$ cat src/rtl/tcp_segment_receive_control_assert.svh
// assertion macros for the tcp receive control block
`ifndef TCP_SEGMENT_RECEIVE_CONTROL_ASSERT_SVH
`define TCP_SEGMENT_RECEIVE_CONTROL_ASSERT_SVH

// implication checked on every rising clock edge outside reset
`define TSRC_ASSERT_IMP(label, ante, cons) \
  label: assert property (@(posedge clk_i) disable iff (!rst_ni) (ante) |-> (cons)) \
    else $error("assertion failed");

// next-cycle implication outside reset
`define TSRC_ASSERT_NXT(label, ante, cons) \
  label: assert property (@(posedge clk_i) disable iff (!rst_ni) (ante) |=> (cons)) \
    else $error("assertion failed");

`endif

$ cat src/rtl/tsrc_pkg.sv
// shared types and constants of the tcp receive control block
package tsrc_pkg;

  localparam int unsigned CwndCapDefault = 131072;
  localparam int unsigned DupAckLimitDefault = 3;
  localparam logic [15:0] MssReset = 16'd1400;
  localparam int unsigned CwW = 23;

  localparam logic [4:0] FlagFin = 5'h01;
  localparam logic [4:0] FlagSyn = 5'h02;
  localparam logic [4:0] FlagRst = 5'h04;
  localparam logic [4:0] FlagAck = 5'h10;

  localparam logic [1:0] CfgOpenMode = 2'd0;
  localparam logic [1:0] CfgInitialSeq = 2'd1;
  localparam logic [1:0] CfgMaxSegment = 2'd2;

  localparam logic [2:0] PhClosed = 3'd0;
  localparam logic [2:0] PhListen = 3'd1;
  localparam logic [2:0] PhSynSent = 3'd2;
  localparam logic [2:0] PhSynRcvd = 3'd3;
  localparam logic [2:0] PhEst = 3'd4;

  localparam logic [2:0] KindNone = 3'd0;
  localparam logic [2:0] KindAck = 3'd1;
  localparam logic [2:0] KindSynAck = 3'd2;
  localparam logic [2:0] KindRst = 3'd3;
  localparam logic [2:0] KindRstAck = 3'd4;

  // controller to datapath
  typedef struct packed {
    logic load;      // capture input beat and run the segment update
    logic div_start; // start mss*mss/cwnd
    logic div_step;  // one quotient bit
    logic div_done;  // apply avoidance growth
    logic pop;       // first reply of two taken
  } dp_cmd_t;

  // datapath to controller
  typedef struct packed {
    logic need_div;
    logic div_last;
    logic two_replies;
  } dp_sts_t;

endpackage

$ cat src/rtl/tcp_segment_receive_control.sv
// the input beat is loaded, the segment checked and its first result shown;
// when needed, the avoidance division (32-step restoring divider, one
// quotient bit a cycle) runs between check and result; one segment at a time:
// the next beat waits until the last of one or two result beats is accepted
// reset: listen phase, initial_seq 0, max_segment 1400, window state from it
// a configuration write (index 0 to 2) restarts the connection from the registers
module tcp_segment_receive_control #(
  parameter int unsigned CwndCap = tsrc_pkg::CwndCapDefault,
  parameter int unsigned DupAckLimit = tsrc_pkg::DupAckLimitDefault
) (
  input  logic        clk_i,
  input  logic        rst_ni,
  input  logic        cfg_valid_i,
  output logic        cfg_ready_o,
  input  logic [1:0]  cfg_index_i,
  input  logic [31:0] cfg_data_i,
  input  logic        in_valid_i,
  output logic        in_ready_o,
  input  logic [4:0]  flags_i,
  input  logic [31:0] seq_number_i,
  input  logic [31:0] ack_number_i,
  input  logic [15:0] window_i,
  input  logic [15:0] payload_length_i,
  output logic        out_valid_o,
  input  logic        out_ready_i,
  output logic [2:0]  reply_kind_o,
  output logic [31:0] reply_seq_o,
  output logic [31:0] reply_ack_o,
  output logic [2:0]  conn_state_o,
  output logic [22:0] cong_window_o,
  output logic [22:0] slow_start_limit_o,
  output logic [15:0] peer_window_now_o,
  output logic        fast_retransmit_o,
  output logic        peer_closed_o,
  output logic        was_reset_o,
  output logic        last_o
);
  import tsrc_pkg::*;
  `include "tcp_segment_receive_control_assert.svh"

  dp_cmd_t cmd;
  dp_sts_t sts;

  assign cfg_ready_o = 1'b1;

  tsrc_ctrl u_ctrl (
    .clk_i, .rst_ni, .in_valid_i, .in_ready_o, .out_valid_o, .out_ready_i,
    .last_o, .cmd_o(cmd), .sts_i(sts)
  );

  tsrc_datapath #(.CwndCap(CwndCap), .DupAckLimit(DupAckLimit)) u_dp (
    .clk_i, .rst_ni, .cfg_valid_i, .cfg_ready_i(cfg_ready_o), .cfg_index_i,
    .cfg_data_i, .flags_i, .seq_number_i, .ack_number_i, .window_i,
    .payload_length_i, .cmd_i(cmd), .sts_o(sts), .reply_kind_o, .reply_seq_o,
    .reply_ack_o, .conn_state_o, .cong_window_o, .slow_start_limit_o,
    .peer_window_now_o, .fast_retransmit_o, .peer_closed_o, .was_reset_o
  );

  `TSRC_ASSERT_IMP(a_no_in_while_out, out_valid_o, !in_ready_o)
  `TSRC_ASSERT_NXT(a_in_leads_away, in_valid_i && in_ready_o, !in_ready_o && !out_valid_o)
  `TSRC_ASSERT_NXT(a_two_then_last, out_valid_o && out_ready_i && !last_o, out_valid_o && last_o)
endmodule

$ cat src/rtl/tsrc_datapath.sv
// segment registers, connection state and serial divider
module tsrc_datapath #(
  parameter int unsigned CwndCap = tsrc_pkg::CwndCapDefault,
  parameter int unsigned DupAckLimit = tsrc_pkg::DupAckLimitDefault
) (
  input  logic                 clk_i,
  input  logic                 rst_ni,
  input  logic                 cfg_valid_i,
  input  logic                 cfg_ready_i,
  input  logic [1:0]           cfg_index_i,
  input  logic [31:0]          cfg_data_i,
  input  logic [4:0]           flags_i,
  input  logic [31:0]          seq_number_i,
  input  logic [31:0]          ack_number_i,
  input  logic [15:0]          window_i,
  input  logic [15:0]          payload_length_i,
  input  tsrc_pkg::dp_cmd_t    cmd_i,
  output tsrc_pkg::dp_sts_t    sts_o,
  output logic [2:0]           reply_kind_o,
  output logic [31:0]          reply_seq_o,
  output logic [31:0]          reply_ack_o,
  output logic [2:0]           conn_state_o,
  output logic [22:0]          cong_window_o,
  output logic [22:0]          slow_start_limit_o,
  output logic [15:0]          peer_window_now_o,
  output logic                 fast_retransmit_o,
  output logic                 peer_closed_o,
  output logic                 was_reset_o
);
  import tsrc_pkg::*;

  logic        open_q;
  logic [31:0] iss_q;
  logic [15:0] mss_q;
  logic [2:0]  ph_q, ph_d;
  logic [31:0] snd_nxt_q, snd_nxt_d, snd_una_q, snd_una_d, rcv_q, rcv_d;
  logic [15:0] pwin_q, pwin_d;
  logic [22:0] cwnd_q, cwnd_d, ssth_q, ssth_d;
  logic [2:0]  dup_q, dup_d;
  logic        fin_q, fin_d, rst_seen_q, rst_seen_d, fast_d, fast_q;
  logic [2:0]  k0_d, k1_d, k0_q, k1_q;
  logic [31:0] s0_d, s1_d, a0_d, a1_d, s0_q, s1_q, a0_q, a1_q;
  logic        two_d, two_q, div_d, div_q;

  // restoring divider: 32-bit dividend mss*mss, 23-bit divisor
  logic [31:0] dvd_q;
  logic [31:0] quo_q;
  logic [23:0] rem_q;
  logic [5:0]  cnt_q;
  logic [23:0] rem_sh;
  logic [24:0] rem_try;
  logic [31:0] inc;
  logic [33:0] grown;
  logic [31:0] sq_prod;

  assign sq_prod = 32'(mss_q) * 32'(mss_q);
  assign rem_sh  = {rem_q[22:0], dvd_q[31]};
  assign rem_try = {1'b0, rem_sh} - {2'b0, cwnd_q};
  assign inc = (quo_q == 32'd0) ? 32'd1 : quo_q;
  assign grown = 34'(cwnd_q) + 34'(inc);

  always_comb begin
    logic [4:0]  fl;
    logic [31:0] used, acked;
    logic [24:0] c;
    logic [22:0] half, fl2, sst;
    logic [31:0] dsum;
    logic        n0;
    fl = flags_i;
    ph_d = ph_q; snd_nxt_d = snd_nxt_q; snd_una_d = snd_una_q; rcv_d = rcv_q;
    pwin_d = pwin_q; cwnd_d = cwnd_q; ssth_d = ssth_q; dup_d = dup_q;
    fin_d = fin_q; rst_seen_d = rst_seen_q; fast_d = 1'b0;
    k0_d = KindNone; k1_d = KindNone; s0_d = '0; s1_d = '0; a0_d = '0; a1_d = '0;
    n0 = 1'b0; two_d = 1'b0; div_d = 1'b0;
    used = '0; acked = '0; c = '0; half = '0; fl2 = '0; sst = '0; dsum = '0;
    if (ph_q == PhListen && (fl & FlagSyn) != 0 && (fl & FlagAck) == 0) begin
      ph_d = PhSynRcvd; rcv_d = seq_number_i + 32'd1; pwin_d = window_i;
      cwnd_d = CwW'(mss_q); ssth_d = CwW'({mss_q, 6'd0});
      snd_nxt_d = iss_q; snd_una_d = iss_q; dup_d = '0; fin_d = 1'b0;
      rst_seen_d = 1'b0;
      k0_d = KindSynAck; s0_d = iss_q; a0_d = seq_number_i + 32'd1;
    end else if (ph_q == PhListen || ph_q == PhClosed || ph_q > PhEst) begin
      if ((fl & FlagRst) == 0) begin
        if ((fl & FlagAck) != 0) begin
          k0_d = KindRst; s0_d = ack_number_i;
        end else begin
          used = 32'(payload_length_i) + (((fl & (FlagSyn | FlagFin)) != 0) ? 32'd1 : 32'd0);
          k0_d = KindRstAck; a0_d = seq_number_i + used;
        end
      end
    end else if ((fl & FlagRst) != 0) begin
      rst_seen_d = 1'b1; ph_d = PhClosed;
    end else if (ph_q == PhSynRcvd) begin
      if ((fl & FlagSyn) != 0 && (fl & FlagAck) == 0) begin
        k0_d = KindSynAck; s0_d = snd_una_q; a0_d = rcv_q;
      end else if ((fl & FlagAck) != 0 && ack_number_i == snd_una_q + 32'd1) begin
        snd_una_d = ack_number_i; snd_nxt_d = ack_number_i; pwin_d = window_i;
        ph_d = PhEst;
        if (payload_length_i != 0 && seq_number_i == rcv_q) begin
          rcv_d = rcv_q + 32'(payload_length_i);
          k0_d = KindAck; s0_d = ack_number_i; a0_d = rcv_d;
        end
      end
    end else if (ph_q == PhSynSent) begin
      if ((fl & (FlagSyn | FlagAck)) == (FlagSyn | FlagAck)) begin
        rcv_d = seq_number_i + 32'd1; snd_una_d = ack_number_i;
        snd_nxt_d = ack_number_i; pwin_d = window_i; ph_d = PhEst;
        k0_d = KindAck; s0_d = ack_number_i; a0_d = rcv_d;
      end
    end else begin
      pwin_d = window_i;
      if ((fl & FlagAck) != 0) begin
        dsum = ack_number_i - snd_una_q;
        if (dsum != 0 && !dsum[31]) begin
          acked = dsum; snd_una_d = ack_number_i; dup_d = '0;
          if (cwnd_q < ssth_q) begin
            c = 25'(cwnd_q) + ((acked < 32'(mss_q)) ? 25'(acked) : 25'(mss_q));
            if (c > 25'(CwndCap)) c = 25'(CwndCap);
            cwnd_d = c[22:0];
          end else if (cwnd_q == '0) begin
            cwnd_d = CwW'(CwndCap);
          end else begin
            div_d = 1'b1;
          end
        end else if (ack_number_i == snd_una_q && payload_length_i == 0 &&
                     (fl & FlagFin) == 0) begin
          if (dup_q != 3'd7) begin
            dup_d = dup_q + 3'd1;
            if (dup_d == 3'(DupAckLimit)) begin
              half = cwnd_q >> 1;
              fl2 = CwW'({mss_q, 1'b0});
              sst = (half > fl2) ? half : fl2;
              ssth_d = sst;
              cwnd_d = CwW'(32'(sst) + 32'(DupAckLimit) * 32'(mss_q));
              fast_d = 1'b1;
            end
          end
        end
      end
      if (payload_length_i != 0) begin
        if (seq_number_i == rcv_q) rcv_d = rcv_q + 32'(payload_length_i);
        k0_d = KindAck; s0_d = snd_nxt_q; a0_d = rcv_d; n0 = 1'b1;
      end
      if ((fl & FlagFin) != 0) begin
        fin_d = 1'b1;
        if (n0) begin
          two_d = 1'b1; k1_d = KindAck; s1_d = snd_nxt_q; a1_d = rcv_d + 32'd1;
        end else begin
          k0_d = KindAck; s0_d = snd_nxt_q; a0_d = rcv_d + 32'd1;
        end
        rcv_d = rcv_d + 32'd1;
      end
    end
  end

  always_ff @(posedge clk_i or negedge rst_ni) begin
    if (!rst_ni) begin
      open_q <= 1'b0; iss_q <= '0; mss_q <= MssReset;
      ph_q <= PhListen; snd_nxt_q <= '0; snd_una_q <= '0; rcv_q <= '0;
      pwin_q <= MssReset; cwnd_q <= CwW'(MssReset); ssth_q <= CwW'({MssReset, 6'd0});
      dup_q <= '0; fin_q <= 1'b0; rst_seen_q <= 1'b0; fast_q <= 1'b0;
      two_q <= 1'b0; div_q <= 1'b0;
    end else if (cfg_valid_i && cfg_ready_i && cfg_index_i <= CfgMaxSegment) begin
      logic        om;
      logic [31:0] is;
      logic [15:0] ms;
      om = open_q; is = iss_q; ms = mss_q;
      case (cfg_index_i)
        CfgOpenMode:   om = cfg_data_i[0];
        CfgInitialSeq: is = cfg_data_i;
        CfgMaxSegment: ms = cfg_data_i[15:0];
        default:       om = open_q;
      endcase
      open_q <= om; iss_q <= is; mss_q <= ms;
      ph_q <= om ? PhSynSent : PhListen; snd_nxt_q <= is; snd_una_q <= is;
      rcv_q <= '0; pwin_q <= ms; cwnd_q <= CwW'(ms); ssth_q <= CwW'({ms, 6'd0});
      dup_q <= '0; fin_q <= 1'b0; rst_seen_q <= 1'b0;
    end else if (cmd_i.load) begin
      ph_q <= ph_d; snd_nxt_q <= snd_nxt_d; snd_una_q <= snd_una_d; rcv_q <= rcv_d;
      pwin_q <= pwin_d; cwnd_q <= cwnd_d; ssth_q <= ssth_d; dup_q <= dup_d;
      fin_q <= fin_d; rst_seen_q <= rst_seen_d; fast_q <= fast_d;
      two_q <= two_d; div_q <= div_d;
    end else if (cmd_i.div_done) begin
      cwnd_q <= (grown > 34'(CwndCap)) ? CwW'(CwndCap) : grown[22:0];
    end else if (cmd_i.pop) begin
      two_q <= 1'b0;
    end
  end

  always_ff @(posedge clk_i) begin
    if (cmd_i.load) begin
      k0_q <= k0_d; k1_q <= k1_d; s0_q <= s0_d; s1_q <= s1_d; a0_q <= a0_d; a1_q <= a1_d;
    end else if (cmd_i.pop) begin
      k0_q <= k1_q; s0_q <= s1_q; a0_q <= a1_q;
    end
    if (cmd_i.div_start) begin
      dvd_q <= sq_prod; quo_q <= '0; rem_q <= '0; cnt_q <= '0;
    end else if (cmd_i.div_step) begin
      dvd_q <= {dvd_q[30:0], 1'b0};
      cnt_q <= cnt_q + 6'd1;
      if (!rem_try[24]) begin
        rem_q <= rem_try[23:0]; quo_q <= {quo_q[30:0], 1'b1};
      end else begin
        rem_q <= rem_sh; quo_q <= {quo_q[30:0], 1'b0};
      end
    end
  end

  assign sts_o.need_div    = div_q;
  assign sts_o.div_last    = (cnt_q == 6'd31);
  assign sts_o.two_replies = two_q;

  assign reply_kind_o       = k0_q;
  assign reply_seq_o        = s0_q;
  assign reply_ack_o        = a0_q;
  assign conn_state_o       = ph_q;
  assign cong_window_o      = cwnd_q;
  assign slow_start_limit_o = ssth_q;
  assign peer_window_now_o  = pwin_q;
  assign fast_retransmit_o  = fast_q;
  assign peer_closed_o      = fin_q;
  assign was_reset_o        = rst_seen_q;
endmodule

$ cat src/rtl/tsrc_ctrl.sv
// sequencer for segment update, division and reply delivery
module tsrc_ctrl (
  input  logic              clk_i,
  input  logic              rst_ni,
  input  logic              in_valid_i,
  output logic              in_ready_o,
  output logic              out_valid_o,
  input  logic              out_ready_i,
  output logic              last_o,
  output tsrc_pkg::dp_cmd_t cmd_o,
  input  tsrc_pkg::dp_sts_t sts_i
);
  import tsrc_pkg::*;

  typedef enum logic [2:0] {
    StIdle, StCheck, StDivInit, StDiv, StApply, StOut
  } state_e;

  state_e state_q;

  assign in_ready_o  = (state_q == StIdle);
  assign out_valid_o = (state_q == StOut);
  assign last_o      = !sts_i.two_replies;

  always_comb begin
    cmd_o = '0;
    cmd_o.load      = (state_q == StIdle) && in_valid_i;
    cmd_o.div_start = (state_q == StDivInit);
    cmd_o.div_step  = (state_q == StDiv);
    cmd_o.div_done  = (state_q == StApply);
    cmd_o.pop       = (state_q == StOut) && out_ready_i && sts_i.two_replies;
  end

  always_ff @(posedge clk_i or negedge rst_ni) begin
    if (!rst_ni) begin
      state_q <= StIdle;
    end else begin
      case (state_q)
        StIdle:    if (in_valid_i) state_q <= StCheck;
        StCheck:   state_q <= sts_i.need_div ? StDivInit : StOut;
        StDivInit: state_q <= StDiv;
        StDiv:     if (sts_i.div_last) state_q <= StApply;
        StApply:   state_q <= StOut;
        StOut:     if (out_ready_i && !sts_i.two_replies) state_q <= StIdle;
        default:   state_q <= StIdle;
      endcase
    end
  end
endmodule

$ cat config.mk
export PLATFORM = sky130hd
export DESIGN_NAME = tcp_segment_receive_control
export DESIGN_NICKNAME = d
export VERILOG_FILES = /design/src/rtl/tsrc_pkg.sv /design/src/rtl/tcp_segment_receive_control.sv /design/src/rtl/tsrc_datapath.sv /design/src/rtl/tsrc_ctrl.sv
export VERILOG_INCLUDE_DIRS = /design/src /design/src/rtl
export SDC_FILE = /design/constraint.sdc
export NUM_CORES = 2
export LEC_CHECK = 0
export ABC_AREA = 1
export ABC_CLOCK_PERIOD_IN_PS = 6050
export BUFFER_PORTS_ARGS = -buffer_cell sky130_fd_sc_hd__buf_2
export CAP_MARGIN = 20
export CORE_AREA = 2 2 297 299
export DETAILED_ROUTE_END_ITERATION = 6
export DIE_AREA = 0 0 299 301
export MAX_ROUTING_LAYER = met4
export PLACE_DENSITY = 0.79
export REMOVE_ABC_BUFFERS = 1
export SYNTH_ARGS = -nofsm -noshare
export SYNTH_HDL_FRONTEND = slang
export SYNTH_SLANG_ARGS = --single-unit
$ cat constraint.sdc
create_clock -name clk_i -period 6.05 [get_ports clk_i]
set_input_delay 0.9075 -clock clk_i [delete_from_list [all_inputs] [get_ports clk_i]]
set_output_delay 0.9075 -clock clk_i [all_outputs]
set_load 0.005 [all_outputs]
==> Word-level counts from Yosys, hierarchy flattened <==
Cells that the tools add are included.
{ "totals": {"output_inout_bits": 139, "in_bits": 140, "ff_bits": 448} }
{ "op_classes": {"magnitude_cmp": 7, "bitwise_logic": 3, "addsub": 13, "muxes": 213, "reduce_logical": 62, "mul": 2, "n_eq_ne": 41} }
{ "op_table": {"columns": ["operator", "n"], "rows": [
  ["32-bit two-way mux", 74],
  ["23-bit two-way mux", 30],
  ["16-bit two-way mux", 11],
  ["32-bit logical NOT", 4],
  ["3-bit two-way mux", 37],
  ["32-bit by 1-bit adder with 32-bit output (second input constant)", 3],
  ["32-bit == test", 3],
  ["32-bit nonzero test", 2],
  ["1-bit two-way mux", 57],
  ["34-bit by 18-bit > comparator with 1-bit output (second input constant)", 1],
  ["23-bit by 32-bit adder with 33-bit output", 1],
  ["16-bit by 32-bit adder with 32-bit output", 1],
  ["32-bit by 16-bit adder with 32-bit output", 1],
  ["32-bit adder", 1],
  ["32-bit by 16-bit < comparator with 1-bit output", 1],
  ["16-bit by 16-bit multiplier with 32-bit output", 1],
  ["32-bit subtractor", 1],
  ["23-bit by 25-bit adder with 25-bit output", 1],
  ["25-bit by 18-bit > comparator with 1-bit output (second input constant)", 1],
  ["25-bit two-way mux", 1],
  ["24-bit by 23-bit subtractor with 25-bit output", 1],
  ["4-bit by 3-bit inequality test with 1-bit output (second input constant)", 6],
  ["23-bit by 18-bit adder with 23-bit output", 1],
  ["23-bit logical NOT", 1],
  ["46 further kinds", 100]
]} }

==> Depth between registers and ports, before layout <==
{ "logic_depth": {"word_depth": 17, "ltp_mapped": 42, "depth_no_buf": 41} }

==> Hierarchy <==
Synthesis repeated with hierarchy kept, for this count alone.
{ "unflattened": {"hier_cells": 7083, "hier_area_um2": 47443.0} }
{ "modules_own_cells": {"columns": ["module", "n_inst", "cells_per_inst", "area_each_um2"], "rows": [
  ["tsrc_datapath", 1, 7040, 47182.8],
  ["tsrc_ctrl", 1, 41, 249.0],
  ["tcp_segment_receive_control", 1, 2, 11.3]
]} }

==> Least setup slack after synthesis <==
OpenSTA, ideal clock, no wires.
{ "synth_timing": {"kind": "reg2reg", "startpoint": "reg u_dp.mss_q[8]", "endpoint": "reg u_dp.dvd_q[27] (data pin)", "path_stages_with_launch": 27, "setup_time_ns": 0.267, "t_arrival_ns": 6.167, "slack_ns": -0.384, "path_cell_list": "dfstp_2 -> clkbuf_1 -> buf_1 -> nand2_1 -> fa_1 -> inv_1 -> ha_1 -> or2_2 -> fa_1 -> inv_1 -> fa_1 -> inv_1 -> fa_1 -> inv_1 -> fa_1 -> inv_1 -> ha_1 -> nand2_1 -> inv_1 -> a21boi_0 -> o21ai_0 -> a21oi_1 -> o21ai_0 -> a21oi_1 -> o21ai_0 -> xnor2_1 -> o21ai_0"} }
{ "synth_between": {"elab_chain_len": 2} }
{ "synth_rtl": {"columns": ["element", "line_no", "rtl"], "rows": [
  ["from (decl)", "tsrc_datapath.sv:34", "logic [15:0] mss_q;"],
  ["from (signal assigned)", "tsrc_datapath.sv:174", "open_q <= om; iss_q <= is; mss_q <= ms;"],
  ["16-bit by 16-bit multiplier with 32-bit output", "tsrc_datapath.sv:56", "assign sq_prod = 32'(mss_q) * 32'(mss_q);"],
  ["32-bit two-way mux", "tsrc_datapath.sv:196", "if (cmd_i.div_start) begin"],
  ["to (signal assigned)", "tsrc_datapath.sv:199", "dvd_q <= {dvd_q[30:0], 1'b0};"],
  ["to (decl)", "tsrc_datapath.sv:46", "logic [31:0] dvd_q;"]
]} }
No other way between the ends.
A chain may end at the register's enable or synchronous reset.

==> Worst setup path after layout <==
{ "layout_timing": {"startpoint": "reg u_dp.mss_q[8]", "endpoint": "reg u_dp.dvd_q[22] (data pin)"} }
The elaborated chain is that of the path after synthesis.

==> qor.txt <==
Placer Congestion: 1.07
Die area: 90000 um2
Gr usage total: 44.8%
Fmax: 160 MHz
Unique masters post-synth: 71
Pre-Repair DR Iteration Count: 7
Starting density of the core: 54.6%
Area grow syn2layout: 20.8%
Vias in the first global route: 50316
Hold Buf Count CTS: 0
Syn_area_per_cell: 6.83 um2
Setup crit end kind: flip-flop
Largest net degree at the start of global routing: 98
Share of cells above drive strength 1: 17.9%
Setup violators final: 6
Via density: 6.02
Static leakage: 27.8 nW
Final wirelength: 204 mm
Maximum fanout along the worst path: 7
Tcrit/Tclk final: 103%
TritonCTS clock tree: done
Worst slew margin: 26.2%
Critical Path Start Type: flip-flop
Failing checks: setup timing
Most common cell after layout, fill and taps aside: nand2_1
DIE WIDTH: 299 um
Post-synth ARST share: 49.4%
Hold Violations, Final: 0
Finished Layout Cells: 8779
Wire per inst: 23.3 um
Cells after DPL: 8604
Worst-Margin Slew: 1.11 ns
I/O pins: 279
Clock Tree Buf Depth: 3
Max cap viols: 0
CTS Buf Count: 55
Grt ovf: 0
Status: finished, violations left
FF+latch count, synth: 445
Synthesized area: 47300 um2
Core ar.: 86500 um2
Predominant post-synthesis flop cell: dfrtp_1
# fillers: 7685
Worst EP required: 6.55 ns
Cells after Synth: 6924
I/O Buffers: 275
Synth Warn #: 0
CP Data Arrival Time: 6.75 ns
EDFF count, synth: 164
WHS: 0.118 ns
Post-route setup slack: -0.206 ns
Period minus WS final: 6.26 ns
Detailed placer's ending HPWL: 154 mm
CTS sink count: 445
Worst vdd ir: 0.00219 V
Max-slew violations: 0
Root Driver: clkbuf_16
Clock-pin slew on the worst setup and hold paths: 0.07 ns
Fin nets: 8217
Hold crit path type: in2async
Initial antenna violation count: 11
Setup Skew: 0.0657 ns
First-pass GRT wire length: 299 mm
Clk_lat worst skew: 0.71 ns
Via Count: 52867
Antenna Violating Nets Remaining: 0
Commonest cells after routing, fill and taps aside: nand2_1 (1760), inv_1 (944), nor2_1 (614)
Initial DRC Count: 6116
RSZ-0062 raised after global routing: yes
# H-tree levels: 2
Cell Pwr Density: 727 nW/um2
Site Rows: 108
WS Path Type: reg2reg
Overall die height: 301 um
Register area share after synthesis: 24.7%
Fin util: 66.0%
DRC: 0
[cell usage after synthesis (17+ instances only)]
| cell | count | area share (%) |
|---|---|---|
| nand3_1 | 351 | 3.7 |
| a211oi_1 | 17 | 0.27 |
| clkbuf_1 | 217 | 1.7 |
| o211ai_1 | 47 | 0.75 |
| edfxtp_1 | 164 | 10 |
| dfrtp_1 | 195 | 10 |
| nand2_1 | 1806 | 14 |
| o221ai_1 | 34 | 0.63 |
| nand4_1 | 84 | 1.1 |
| o21a_1 | 57 | 0.91 |
| inv_1 | 978 | 7.8 |
| dfstp_2 | 25 | 1.4 |
| o21ai_1 | 58 | 0.61 |
| o2111ai_1 | 17 | 0.32 |
| ha_1 | 327 | 8.7 |
| o22ai_1 | 41 | 0.54 |
| and2_1 | 17 | 0.23 |
| a31oi_1 | 42 | 0.56 |
| xor2_1 | 162 | 3.0 |
| nor3_1 | 83 | 0.88 |
| a21oi_1 | 383 | 4.1 |
| buf_1 | 18 | 0.14 |
| o21bai_1 | 17 | 0.27 |
| nor4_1 | 32 | 0.42 |
| buf_2 | 25 | 0.26 |
| xnor2_1 | 71 | 1.3 |
| fa_1 | 187 | 7.9 |
| o21ai_0 | 525 | 5.6 |
| dfxtp_1 | 61 | 2.6 |
| or2_2 | 27 | 0.36 |
| o311ai_0 | 41 | 0.76 |
| nor2_1 | 635 | 5.0 |
[kinds of logic (layout without fill, tap and decap cells)]
logic type      after synthesis  after routing  share of synthesized area [%]
compound gates             1356           1356                           16.6
fa+ha+maj                   514            514                           16.6
xor+xnor                    234            234                           4.37
other cells                   2             23                         0.0159
buf+inv                    1283           1962                           10.5
flops                       445            445                           24.7
simple gates               3090           3090                           27.2
[worst max-delay path, cell delays in order (launching register included)]
cell and delay [ns]:
dfstp_4 0.74, nand2_2 0.08, fa_1 0.50, inv_1 0.05
ha_1 0.18, or2_4 0.24, fa_1 0.55, inv_2 0.04
fa_1 0.50, inv_2 0.05, fa_1 0.56, inv_2 0.05
fa_1 0.52, inv_2 0.05, ha_4 0.28, buf_6 0.10
nand2_1 0.07, inv_1 0.08, a21boi_2 0.07, buf_6 0.13
o21bai_4 0.15, a21oi_2 0.10, o21a_1 0.25, buf_4 0.15
buf_4 0.13, or2_2 0.27, a31oi_1 0.19
[state kept, by name, summed over array words and instances (netlist names), 6 cells and up]
name / cells
u_dp.a1_q: 32
u_dp.cnt_q: 6
u_dp.cong_window_o: 23
u_dp.dvd_q: 32
u_dp.iss_q: 32
u_dp.mss_q: 16
u_dp.peer_window_now_o: 16
u_dp.quo_q: 32
u_dp.rcv_q: 32
u_dp.rem_q: 23
u_dp.reply_ack_o: 32
u_dp.reply_seq_o: 32
u_dp.s1_q: 32
u_dp.slow_start_limit_o: 22
u_dp.snd_nxt_q: 32
u_dp.snd_una_q: 32
[routing by layer]
metal / vias to the layer above / track usage (%) / share of wire [%] / wire length [um]
li1: 23937 / - / - / -
met1: 24718 / 56.0 / 38 / 78400
met2: 3376 / 68.5 / 44 / 89700
met3: 836 / 9.70 / 11 / 23100
met4: 0 / 22.8 / 6.5 / 13300
met5: - / - / 0 / 0
[timing repair]
action                     in CTS  in global routing
cloned                          1                  1
setup endpoints to repair      35                 35
resized for setup              96                317
setup buffers                  17                 38
pin swaps                      29                176
[metrics by stage]
step	instance area [um2]	setup WS, ns	power, mW	setup TNS [ns]
global route	57100	-0.316	44.0	-4.24
CTS	55500	-0.00211	36.2	-0.00211
global placement	53100	-1.01	30.9	-18.00
detailed placement	53100	-1.05	31.4	-19.77
floorplan	46100	-4.51	20.4	-868.49
finish	57100	-0.206	41.5	-0.584
[path summary, 6_finish.rpt]
path                                from                    endpoint  slack [ns]  cells past startpoint
setup / recovery           u_dp.mss_q[8]              u_dp.dvd_q[22]       -0.21                     26
hold / removal                    rst_ni              u_dp.rcv_q[14]        0.12                      1
setup reg to reg           u_dp.mss_q[8]              u_dp.dvd_q[22]       -0.21                     26
hold reg to reg            u_dp.cnt_q[1]               u_dp.cnt_q[1]        0.47                      2
max in group asynchronous         rst_ni  u_dp.slow_start_limit_o[0]        4.48                      2
min in group clk_i         u_dp.cnt_q[1]               u_dp.cnt_q[1]        0.47                      2
[power breakdown]
group / internal (mW) / leakage, nW / total, mW / switching, mW
registers: 4.28 / 4.69 / 5.18 / 0.897
clock network: 2.11 / 0.958 / 3.67 / 1.56
logic: 13.7 / 22.2 / 32.7 / 18.9
[cell type report]
cell class	count	area [um2]	share of cell area (%)
multi-input cells	5203	32100	56.2
flip-flops and latches	445	11700	20.5
repair buffers	860	6040	10.6
inverters	998	3760	6.59
clock buffers	73	1570	2.74
well taps	1155	1450	2.53
clock inverters	31	423	0.741
diodes	14	35.0	0.0614
No activity file was read; power rests on OpenSTA's default activity.
